### src/hdl/dual_wheel_speed_pi_controller_unit_defines.svh
// Assertion macros shared by the controller RTL.
// Define NO_ASSERTIONS to compile every check away.
`ifndef DUAL_WHEEL_SPEED_PI_CONTROLLER_UNIT_DEFINES_SVH
`define DUAL_WHEEL_SPEED_PI_CONTROLLER_UNIT_DEFINES_SVH

`ifndef NO_ASSERTIONS
// A property that must hold at every clock edge outside reset.
`define DWSPC_ASSERT(lbl, clk, rst_n, prop, msg) \
  lbl: assert property (@(posedge clk) disable iff (!rst_n) prop) else $error(msg);
// A condition that must be followed in the next cycle by a consequence.
`define DWSPC_ASSERT_NEXT(lbl, clk, rst_n, ante, cons, msg) \
  lbl: assert property (@(posedge clk) disable iff (!rst_n) (ante) |=> (cons)) else $error(msg);
`else
`define DWSPC_ASSERT(lbl, clk, rst_n, prop, msg)
`define DWSPC_ASSERT_NEXT(lbl, clk, rst_n, ante, cons, msg)
`endif

`endif

### src/hdl/dwspc_pkg.sv
`timescale 1ns / 1ps

package dwspc_pkg;

  // Fixed-point formats: errors and integrals, then gains.
  localparam int ErrFracBits  = 8;
  localparam int GainFracBits = 24;
  localparam int OutShift     = ErrFracBits + GainFracBits;

  // Configuration register indexes.
  localparam int CfgIdxW = 2;
  localparam logic [CfgIdxW-1:0] RegPropGain     = 2'd0;
  localparam logic [CfgIdxW-1:0] RegIntegGain    = 2'd1;
  localparam logic [CfgIdxW-1:0] RegIntegralLimit = 2'd2;

  localparam int LimitW = 22;

  // Register reset values: kp = -1.0 and ki = -1/200, truncated.
  localparam logic signed [31:0] PropGainRst  = 32'(-(64'sd1 <<< GainFracBits));
  localparam logic signed [31:0] IntegGainRst =
    32'(-((64'sd1 <<< GainFracBits) / 64'sd200));
  localparam logic [LimitW-1:0]  LimitRst     = 22'd1000000;

  // Datapath widths. The filter numerator stays below 2^37 for any format in range.
  localparam int AccW   = 40;
  localparam int BndW   = LimitW + 16;
  localparam int SumW   = 65;
  localparam int SatInW = 66;

  // Division by ten by shift and add: a start step at 0.75*n, four steps that
  // refine it towards 0.8*n, and a last step that divides by eight and forms the
  // remainder modulo 32, which then lies below twenty.
  localparam int DivSteps = 6;
  localparam int DivCntW  = $clog2(DivSteps);
  localparam int RemW     = 5;
  localparam logic [RemW-1:0] FiltDivisor = 5'd10;

  // Largest integral bound, the signed 32-bit maximum.
  localparam logic [30:0] BoundMax = '1;

  // Bias that turns the arithmetic shift into truncation toward zero.
  localparam logic [SumW-1:0] RndMask = (SumW'(1) << OutShift) - SumW'(1);

  localparam logic signed [SatInW-1:0] SatMax = SatInW'(32'sh7FFF_FFFF);
  localparam logic signed [SatInW-1:0] SatMin = SatInW'(32'sh8000_0000);

  // Micro-program step addresses.
  localparam int PcW = 4;
  localparam logic [PcW-1:0] StepIdle  = 4'd0;
  localparam logic [PcW-1:0] StepErr   = 4'd1;
  localparam logic [PcW-1:0] StepMix   = 4'd2;
  localparam logic [PcW-1:0] StepDiv   = 4'd3;
  localparam logic [PcW-1:0] StepFilt  = 4'd4;
  localparam logic [PcW-1:0] StepInteg = 4'd5;
  localparam logic [PcW-1:0] StepMulP  = 4'd6;
  localparam logic [PcW-1:0] StepMulI  = 4'd7;
  localparam logic [PcW-1:0] StepAdd   = 4'd8;
  localparam logic [PcW-1:0] StepRnd   = 4'd9;
  localparam logic [PcW-1:0] StepDone  = 4'd10;

  typedef enum logic [3:0] {
    OP_IDLE,
    OP_ERR,
    OP_MIX,
    OP_DIV,
    OP_FILT,
    OP_INTEG,
    OP_MULP,
    OP_MULI,
    OP_ADD,
    OP_RND,
    OP_DONE
  } op_e;

  typedef enum logic [2:0] {
    C_NEVER,
    C_ALWAYS,
    C_NO_BEAT,
    C_DIV_MORE,
    C_WHEEL0,
    C_OUT_BUSY
  } cond_e;

  // One control word: datapath action, stay condition, jump condition and target.
  typedef struct packed {
    op_e             op;
    cond_e           hold;
    cond_e           jump;
    logic [PcW-1:0]  target;
  } ucode_t;

  // Status flags that the sequencer branches on.
  typedef struct packed {
    logic no_beat;
    logic div_more;
    logic wheel0;
    logic out_busy;
  } cond_flags_t;

  // The control store. Each wheel runs steps Err to Rnd; Done hands the beat out.
  function automatic ucode_t ucode_rom(logic [PcW-1:0] pc);
    ucode_t w;
    unique case (pc)
      StepIdle:  w = '{op: OP_IDLE,  hold: C_NO_BEAT,  jump: C_NEVER,    target: StepIdle};
      StepErr:   w = '{op: OP_ERR,   hold: C_NEVER,    jump: C_NEVER,    target: StepIdle};
      StepMix:   w = '{op: OP_MIX,   hold: C_NEVER,    jump: C_NEVER,    target: StepIdle};
      StepDiv:   w = '{op: OP_DIV,   hold: C_NEVER,    jump: C_DIV_MORE, target: StepDiv};
      StepFilt:  w = '{op: OP_FILT,  hold: C_NEVER,    jump: C_NEVER,    target: StepIdle};
      StepInteg: w = '{op: OP_INTEG, hold: C_NEVER,    jump: C_NEVER,    target: StepIdle};
      StepMulP:  w = '{op: OP_MULP,  hold: C_NEVER,    jump: C_NEVER,    target: StepIdle};
      StepMulI:  w = '{op: OP_MULI,  hold: C_NEVER,    jump: C_NEVER,    target: StepIdle};
      StepAdd:   w = '{op: OP_ADD,   hold: C_NEVER,    jump: C_NEVER,    target: StepIdle};
      StepRnd:   w = '{op: OP_RND,   hold: C_NEVER,    jump: C_WHEEL0,   target: StepErr};
      StepDone:  w = '{op: OP_DONE,  hold: C_OUT_BUSY, jump: C_ALWAYS,   target: StepIdle};
      default:   w = '{op: OP_IDLE,  hold: C_NEVER,    jump: C_ALWAYS,   target: StepIdle};
    endcase
    return w;
  endfunction

  function automatic logic cond_eval(cond_e c, cond_flags_t f);
    logic r;
    unique case (c)
      C_NEVER:    r = 1'b0;
      C_ALWAYS:   r = 1'b1;
      C_NO_BEAT:  r = f.no_beat;
      C_DIV_MORE: r = f.div_more;
      C_WHEEL0:   r = f.wheel0;
      C_OUT_BUSY: r = f.out_busy;
      default:    r = 1'b0;
    endcase
    return r;
  endfunction

  // Saturation to the signed 32-bit range.
  function automatic logic signed [31:0] sat32(logic signed [SatInW-1:0] v);
    logic signed [31:0] r;
    if (v > SatMax) begin
      r = 32'sh7FFF_FFFF;
    end else if (v < SatMin) begin
      r = 32'sh8000_0000;
    end else begin
      r = v[31:0];
    end
    return r;
  endfunction

endpackage

### src/hdl/dual_wheel_speed_pi_controller_unit.sv
`timescale 1ns / 1ps

// Speed PI controller for two wheels. Each input beat carries a goal and an encoder
// speed per wheel (the right reading is negated); the result beat carries the two
// drive values. Per wheel the error goal - 5.25*speed is low-pass filtered
// (0.7 new, 0.3 old), accumulated into an integral (left saturates at the limit,
// right drops to zero when it leaves it) and driven as kp*filtered + ki*integral,
// truncated toward zero and saturated to 32 bits. A small micro-program steers one
// shared datapath: each wheel runs the steps Err to Rnd, with the shift-and-add
// division by ten of the filter and the single shared 32x32 multiplier. A new item
// is accepted only in Idle, after both wheels are done. A finished result waits in
// the output register while the next item is already being worked on; the sequencer
// only stalls in its last step if that register is still full.
// Configuration writes are expected while the block is idle.

`include "dual_wheel_speed_pi_controller_unit_defines.svh"

module dual_wheel_speed_pi_controller_unit
  import dwspc_pkg::*;
(
  input  logic                     clk_i,
  input  logic                     rst_ni,
  // Input channel
  input  logic                     in_valid_i,
  output logic                     in_ready_o,
  input  logic signed [15:0]       goal_left_i,
  input  logic signed [15:0]       goal_right_i,
  input  logic signed [15:0]       measured_left_i,
  input  logic signed [15:0]       measured_right_i,
  // Result channel
  output logic                     out_valid_o,
  input  logic                     out_ready_i,
  output logic signed [31:0]       drive_left_o,
  output logic signed [31:0]       drive_right_o,
  // Configuration write port
  input  logic                     cfg_we_i,
  input  logic [CfgIdxW-1:0]       cfg_idx_i,
  input  logic [31:0]              cfg_data_i
);

  // Sequencer
  ucode_t             cw;
  cond_flags_t        flags;
  logic [PcW-1:0]     pc_q, pc_d;
  logic               wheel_q;
  logic               out_valid_q;
  logic [DivCntW-1:0] div_cnt_q;
  logic               in_accept;
  logic               out_load;

  // Configuration
  logic signed [31:0] prop_gain_q;
  logic signed [31:0] integ_gain_q;
  logic [LimitW-1:0]  limit_q;

  // Controller state per wheel
  logic signed [31:0] filt_q  [2];
  logic signed [31:0] integ_q [2];

  // Captured beat and working registers
  logic signed [15:0] goal_l_q, goal_r_q, meas_l_q, meas_r_q;
  logic signed [AccW-1:0] acc_q;
  logic [AccW-1:0]    num_q;
  logic [AccW-1:0]    quo_q;
  logic [RemW-1:0]    rem_q;
  logic               neg_q;
  logic signed [63:0] prod_q;
  logic signed [SumW-1:0] sum_q;
  logic signed [31:0] res_q [2];
  logic signed [31:0] drive_l_q, drive_r_q;

  // Datapath nets
  logic signed [15:0]     goal_sel;
  logic signed [16:0]     speed_sel;
  logic signed [AccW-1:0] speed_x, goal_x, speed21, err_val;
  logic signed [AccW-1:0] filt_x, mix_val;
  logic [AccW-1:0]        mix_mag;
  logic [5:0]             div_sh;
  logic [AccW-1:0]        quo_sh;
  logic [AccW-1:0]        div_quo;
  logic [RemW-1:0]        div_rem;
  logic [AccW-1:0]        quot_mag;
  logic signed [AccW:0]   quot_s;
  logic signed [31:0]     filt_new;
  logic [BndW-1:0]        lim_sh;
  logic [30:0]            bound;
  logic signed [32:0]     bnd_pos, bnd_neg;
  logic signed [32:0]     integ_sum;
  logic signed [31:0]     integ_new;
  logic signed [31:0]     mul_a, mul_b;
  logic signed [63:0]     mul_p;
  logic signed [SumW-1:0] rnd_bias, rnd_q;
  logic signed [31:0]     rnd_sat;
  logic signed [32:0]     integ_l_ext;

  // Control word fetch and branch flags
  assign cw             = ucode_rom(pc_q);
  assign flags.no_beat  = !in_valid_i;
  assign flags.div_more = (div_cnt_q != DivCntW'(DivSteps - 1));
  assign flags.wheel0   = !wheel_q;
  assign flags.out_busy = out_valid_q && !out_ready_i;

  assign in_ready_o = (cw.op == OP_IDLE);
  assign in_accept  = in_valid_i && in_ready_o;
  assign out_load   = (cw.op == OP_DONE) && !flags.out_busy;

  // Next step: stay, jump or fall through.
  always_comb begin
    if (cond_eval(cw.hold, flags)) begin
      pc_d = pc_q;
    end else if (cond_eval(cw.jump, flags)) begin
      pc_d = cw.target;
    end else begin
      pc_d = pc_q + PcW'(1);
    end
  end

  // Error: goal*2^F - 21*speed*2^(F-2), with the right reading negated.
  always_comb begin
    goal_sel  = wheel_q ? goal_r_q : goal_l_q;
    speed_sel = wheel_q ? -(17'(meas_r_q)) : 17'(meas_l_q);
    speed_x   = AccW'(speed_sel);
    goal_x    = AccW'(goal_sel);
    speed21   = (speed_x <<< 4) + (speed_x <<< 2) + speed_x;
    err_val   = (goal_x <<< ErrFracBits) - (speed21 <<< (ErrFracBits - 2));
  end

  // Filter numerator 7*error + 3*previous, split into sign and magnitude.
  always_comb begin
    filt_x  = AccW'(filt_q[wheel_q]);
    mix_val = (acc_q <<< 3) - acc_q + (filt_x <<< 1) + filt_x;
    mix_mag = mix_val[AccW-1] ? AccW'(-mix_val) : AccW'(mix_val);
  end

  // Division by ten, one addition a cycle. The estimate starts at 0.75*n and each
  // refinement multiplies it by 1 + 2^-k (k = 4, 8, 16, 32), which approaches 0.8*n
  // from below; the last step divides by eight. The quotient is then at most one
  // short, and the remainder, taken modulo 32, is exact.
  always_comb begin
    div_sh  = 6'd2 << div_cnt_q;
    quo_sh  = quo_q >> 3;
    div_quo = quo_q + (quo_q >> div_sh);
    div_rem = rem_q;
    if (div_cnt_q == '0) begin
      div_quo = (num_q >> 1) + (num_q >> 2);
    end else if (div_cnt_q == DivCntW'(DivSteps - 1)) begin
      div_quo = quo_sh;
      div_rem = num_q[RemW-1:0]
              - ((quo_sh[RemW-1:0] << 3) + (quo_sh[RemW-1:0] << 1));
    end
  end

  // Quotient corrected by one when the remainder reaches ten, then the sign
  // restored, so it truncates toward zero.
  assign quot_mag = quo_q + AccW'(rem_q >= FiltDivisor);
  assign quot_s   = neg_q ? -$signed({1'b0, quot_mag}) : $signed({1'b0, quot_mag});
  assign filt_new = sat32(SatInW'(quot_s));

  // Integral bound in state units, capped at the 32-bit maximum.
  always_comb begin
    lim_sh  = BndW'(limit_q) << ErrFracBits;
    bound   = (lim_sh > BndW'(BoundMax)) ? BoundMax : lim_sh[30:0];
    bnd_pos = $signed({2'b00, bound});
    bnd_neg = -bnd_pos;
  end

  // Integral update: the left wheel clamps, the right wheel restarts from zero.
  always_comb begin
    integ_sum = 33'(integ_q[wheel_q]) + 33'(filt_q[wheel_q]);
    integ_new = integ_sum[31:0];
    if (!wheel_q) begin
      if (integ_sum > bnd_pos) begin
        integ_new = bnd_pos[31:0];
      end else if (integ_sum < bnd_neg) begin
        integ_new = bnd_neg[31:0];
      end
    end else if ((integ_sum > bnd_pos) || (integ_sum < bnd_neg)) begin
      integ_new = '0;
    end
  end

  // Shared multiplier: kp*filtered first, then ki*integral.
  always_comb begin
    mul_a = (cw.op == OP_MULP) ? filt_q[wheel_q] : integ_q[wheel_q];
    mul_b = (cw.op == OP_MULP) ? prop_gain_q : integ_gain_q;
    mul_p = mul_a * mul_b;
  end

  // Drop the fraction bits toward zero and saturate.
  always_comb begin
    rnd_bias = sum_q[SumW-1] ? $signed(RndMask) : '0;
    rnd_q    = (sum_q + rnd_bias) >>> OutShift;
    rnd_sat  = sat32(SatInW'(rnd_q));
  end

  // Control state, configuration and controller state
  always_ff @(posedge clk_i or negedge rst_ni) begin
    if (!rst_ni) begin
      pc_q         <= StepIdle;
      wheel_q      <= 1'b0;
      out_valid_q  <= 1'b0;
      div_cnt_q    <= '0;
      prop_gain_q  <= PropGainRst;
      integ_gain_q <= IntegGainRst;
      limit_q      <= LimitRst;
      filt_q[0]    <= '0;
      filt_q[1]    <= '0;
      integ_q[0]   <= '0;
      integ_q[1]   <= '0;
    end else begin
      pc_q <= pc_d;

      if (cfg_we_i) begin
        unique case (cfg_idx_i)
          RegPropGain:      prop_gain_q  <= cfg_data_i;
          RegIntegGain:     integ_gain_q <= cfg_data_i;
          RegIntegralLimit: limit_q      <= cfg_data_i[LimitW-1:0];
          default: ;
        endcase
      end

      if (cw.op == OP_MIX) begin
        div_cnt_q <= '0;
      end else if (cw.op == OP_DIV) begin
        div_cnt_q <= div_cnt_q + DivCntW'(1);
      end

      if (cw.op == OP_FILT) begin
        filt_q[wheel_q] <= filt_new;
      end
      if (cw.op == OP_INTEG) begin
        integ_q[wheel_q] <= integ_new;
      end
      if (cw.op == OP_RND) begin
        wheel_q <= !wheel_q;
      end

      if (out_load) begin
        out_valid_q <= 1'b1;
      end else if (out_ready_i) begin
        out_valid_q <= 1'b0;
      end
    end
  end

  // Working registers of the datapath
  always_ff @(posedge clk_i) begin
    unique case (cw.op)
      OP_IDLE: begin
        if (in_accept) begin
          goal_l_q <= goal_left_i;
          goal_r_q <= goal_right_i;
          meas_l_q <= measured_left_i;
          meas_r_q <= measured_right_i;
        end
      end
      OP_ERR: acc_q <= err_val;
      OP_MIX: begin
        num_q <= mix_mag;
        neg_q <= mix_val[AccW-1];
      end
      OP_DIV: begin
        quo_q <= div_quo;
        rem_q <= div_rem;
      end
      OP_MULP: prod_q <= mul_p;
      OP_MULI: begin
        sum_q  <= SumW'(prod_q);
        prod_q <= mul_p;
      end
      OP_ADD: sum_q <= sum_q + SumW'(prod_q);
      OP_RND: res_q[wheel_q] <= rnd_sat;
      OP_DONE: begin
        if (out_load) begin
          drive_l_q <= res_q[0];
          drive_r_q <= res_q[1];
        end
      end
      default: ;
    endcase
  end

  assign out_valid_o   = out_valid_q;
  assign drive_left_o  = drive_l_q;
  assign drive_right_o = drive_r_q;

  // Checks
  assign integ_l_ext = 33'(integ_q[0]);

  `DWSPC_ASSERT(a_idle_left_wheel, clk_i, rst_ni, (cw.op == OP_IDLE) |-> !wheel_q, "sequencer idle with right wheel selected")
  `DWSPC_ASSERT(a_out_after_done, clk_i, rst_ni, $rose(out_valid_q) |-> $past(cw.op == OP_DONE), "result raised outside the final step")
  `DWSPC_ASSERT_NEXT(a_div_exit, clk_i, rst_ni, (cw.op == OP_DIV) && !flags.div_more, cw.op == OP_FILT, "division did not finish after its last step")
  `DWSPC_ASSERT_NEXT(a_left_integ_bound, clk_i, rst_ni, (cw.op == OP_INTEG) && !wheel_q, (integ_l_ext <= $past(bnd_pos)) && (integ_l_ext >= $past(bnd_neg)), "left integral outside its bound")

endmodule
### config.mk
export PLATFORM = sky130hd
export DESIGN_NAME = dual_wheel_speed_pi_controller_unit
export DESIGN_NICKNAME = d
export VERILOG_FILES = /design/src/hdl/dwspc_pkg.sv /design/src/hdl/dual_wheel_speed_pi_controller_unit.sv
export VERILOG_INCLUDE_DIRS = /design/src /design/src/hdl
export SDC_FILE = /design/constraint.sdc
export NUM_CORES = 2
export LEC_CHECK = 0
export BUFFER_PORTS_ARGS = -buffer_cell sky130_fd_sc_hd__buf_2
export CORE_MARGIN = 5
export CORE_UTILIZATION = 30
export DETAILED_ROUTE_END_ITERATION = 12
export HOLD_SLACK_MARGIN = 0.02
export SLEW_MARGIN = 25
export SYNTH_ARGS = -nofsm -noshare
export SYNTH_HDL_FRONTEND = slang
export SYNTH_SLANG_ARGS = --single-unit
### constraint.sdc
create_clock -name clk_i -period 15.7 [get_ports clk_i]
set_input_delay 0.785 -clock clk_i [delete_from_list [all_inputs] [get_ports clk_i]]
set_output_delay 0.785 -clock clk_i [all_outputs]
set_load 0.01 [all_outputs]
==> impl_metrics.toml <==
[synth]
synth_edf_count = 430
synth-seq-area-share_pct = 22.5
synth.avg_cell_area_sq_um = 9.35
synth_cells = 8818
ys_types = 101
yosysTopAreaCellShare_pct = 28.0
yosysTopAreaCell = "fa_1"
ys.flop_type = "edfxtp_1"
ys_seq_elements = 653
syn_area_sq_mm = 0.0825
async_reset_ff_share_pct = 34.2
ys_warn_count = 0
netlist_top_cells_area = "fa_1, edfxtp_1, ha_1, dfrtp_1, inv_1"

[run]
maxCapViolations = 0

[sta]
fmax_ghz = 0.0861
finalSetupViolations = 0
setup-tns-final_ns = 0
post-route-min-period_ns = 11.61
slew_violations = 0
finClkSkew_ns = 0.128
worst_slew_pin_slew_ns = 1.18
setup_ws_ns = 4.09
rsz0062_at_grt = "false"
hold_viol = 0
slew_headroom_pct = 20.4
period_share_pct = 74.0

[drt]
drt_iter0_drc = 4832
firstDrtPassIters = 8
viasPerCell = 5.04
routed_wl_um = 249000
wl_per_cell_um = 19.9
num_vias = 63054
ant_nets = 0
post-route-drc-count = 0

[die]
die_h_um = 534
core_area_sq_mm = 0.274
fp-row-count = 192
die_w_um = 534
start_util_pct = 30.1
io_pins = 169
die_area_sq_mm = 0.285

[cells_and_area]
fin_nets = 10643
final_area_sq_mm = 0.0906
areaGrowthSynthToFinish_pct = 9.90
fillers = 28084
final_cell_mix = "inv_1, fa_1, nand2_1"
final_common_cell = "inv_1"
drive_gt1_share_pct = 8.41

[placed_design]
place_ws_ns = 4.32
placed_area_sq_mm = 0.0877
dp_hpwl_um = 194000
gp_congestion = 0.926
port_buffers = 168

[global_routing]
grt.busiest_layer = "met2"
grt_pass1_wl_um = 385000
grt_usage_pct = 17.2
grt_use_met1_pct = 23.0
met3_usage_pct = 3.40
grt_max_degree = 103
grtUsageMet2_pct = 27.7
grt-ovfl-total = 0
grt_pass1_vias = 63988
antenna_found_initial = 27

[critical_path]
cp_max_fo = 56
critPathSlowestCell = "a311oi_2"
critPathLaunchType = "flop"
end_kind = "flop"
critPathKind = "reg2reg"
cp.arrival_ns = 12.12
required_ns = 16.21
cpPeakStageDelay_ns = 0.69
path_common_cell = "fa_1"

[cts]
cts_resized = 0
clk_pin_slew_ns = 0.07
cts_inserted_buffers = 88
clock_latency_ns = 0.85
htreeDepth = 3
clock-sinks = 653
clock_path_buffers = 4
postCtsSetupBuffers = 0
cts_tree = "yes"
root_buffer = "clkbuf_16"

[min_path]
holdCritPathClass = "in2reg"

[status]
status = "complete, no violations"
registers in the layout, indices dropped and copies added (netlist names), 22 cells and up:
register	cells
acc_q	24
drive_left_o	32
drive_right_o	32
filt_q	64
integ_gain_q	32
integ_l_ext	32
integ_q	32
limit_q	22
num_q	40
prod_q	64
prop_gain_q	32
quo_q	40
res_q	64
sum_q	65
routing by layer:
layer / routed length, um / vias to the layer above
met5: 69 / -
met4: 9920 / 12
met3: 18800 / 417
met2: 113000 / 2136
met1: 107000 / 31408
li1: - / 29081
through the flow:
| stage | utilization (%) | instances | hold WS, ns |
|---|---|---|---|
| 6_report | 33.1 | 12514 | 0.121 |
| 5_1_grt | 33.1 | 12503 | 0.0841 |
| 4_1_cts | 33.1 | 12497 | 0.0456 |
| 3_5_place_dp | 32.1 | 12340 | 0.405 |
| 3_3_place_gp | 32.1 | 12340 | 0.403 |
| 2_1_floorplan | - | 8820 | 0.400 |
what timing repair did:
action / CTS / global route
endpoints found under the hold margin: 69 / 0
hold buffers: 1 / 0
setup endpoints to repair: 0 / 0
critical path: cells and delay by family, from the launching register on:
kind                       cells  cell delay (ns)
adders and majority gates     10             4.62
AOI/OAI and AO/OA             13             3.29
buffers and inverters          8             1.58
and+or+nand+nor                5             1.12
DFF                            1             0.45
xor gates and xnor gates       1             0.17
cell families after synthesis:
kind of cell             Yosys count  share of synthesized area [%]
AO/OA/AOI/OAI                   1501                           11.5
multiplexers                     279                           3.63
buffers and inverters           1627                           7.50
XOR/XNOR                         466                           4.95
adder cells (fa/ha/maj)         1698                           36.3
other                              1                        0.00455
AND/OR/NAND/NOR                 2593                           13.7
flip-flops                       653                           22.5
layout make-up:
cell class | instances | area, sq um | area share [%]
Multi-Input combinational cell | 6540 | 58100 | 64.1
Antenna cell | 17 | 42.5 | 0.0469
Clock inverter | 45 | 384 | 0.424
Tap cell | 3589 | 4490 | 4.95
Clock buffer | 111 | 2430 | 2.68
Timing Repair Buffer | 318 | 2000 | 2.20
Inverter | 1241 | 4660 | 5.14
Sequential cell | 653 | 18500 | 20.5
path summary, 6_finish.rpt:
kind / slack (ns) / end / start / depth (start not counted)
setup / recovery: 4.09 / prod_q[60]$_DFFE_PP_ / pc_q[1]$_DFFE_PN0N_ / 37
hold / removal: 0.12 / goal_r_q[1]$_DFFE_PP_ / goal_right_i[1] / 1
hold reg to reg: 0.39 / drive_right_o[7]$_DFFE_PP_ / res_q[1][7]$_DFFE_PP_ / 0
min in group asynchronous: 0.58 / filt_q[52]$_DFFE_PN0P_ / rst_ni / 2
setup reg to reg: 4.09 / prod_q[60]$_DFFE_PP_ / pc_q[1]$_DFFE_PN0N_ / 37
max in group asynchronous: 13.67 / limit_q[15]$_DFFE_PN0P_ / rst_ni / 3
cells in the mapped netlist (all sizes together) (62+ instances only):
cell type,instances
xor2,163
nand3,121
nand4,64
a21oi,406
mux2i,128
nand2b,75
and3,63
o21ai,365
dfrtp,186
clkbuf,335
mux2,150
a21o,173
inv,1239
nor2,846
ha,546
nand2,1064
edfxtp,430
nor3,140
xnor2,303
fa,1152
o31ai,80
a31oi,62
Power is left out: the tool's default activity adds up to more than one toggle a clock period on the data nets, which glitch-free logic cannot reach.
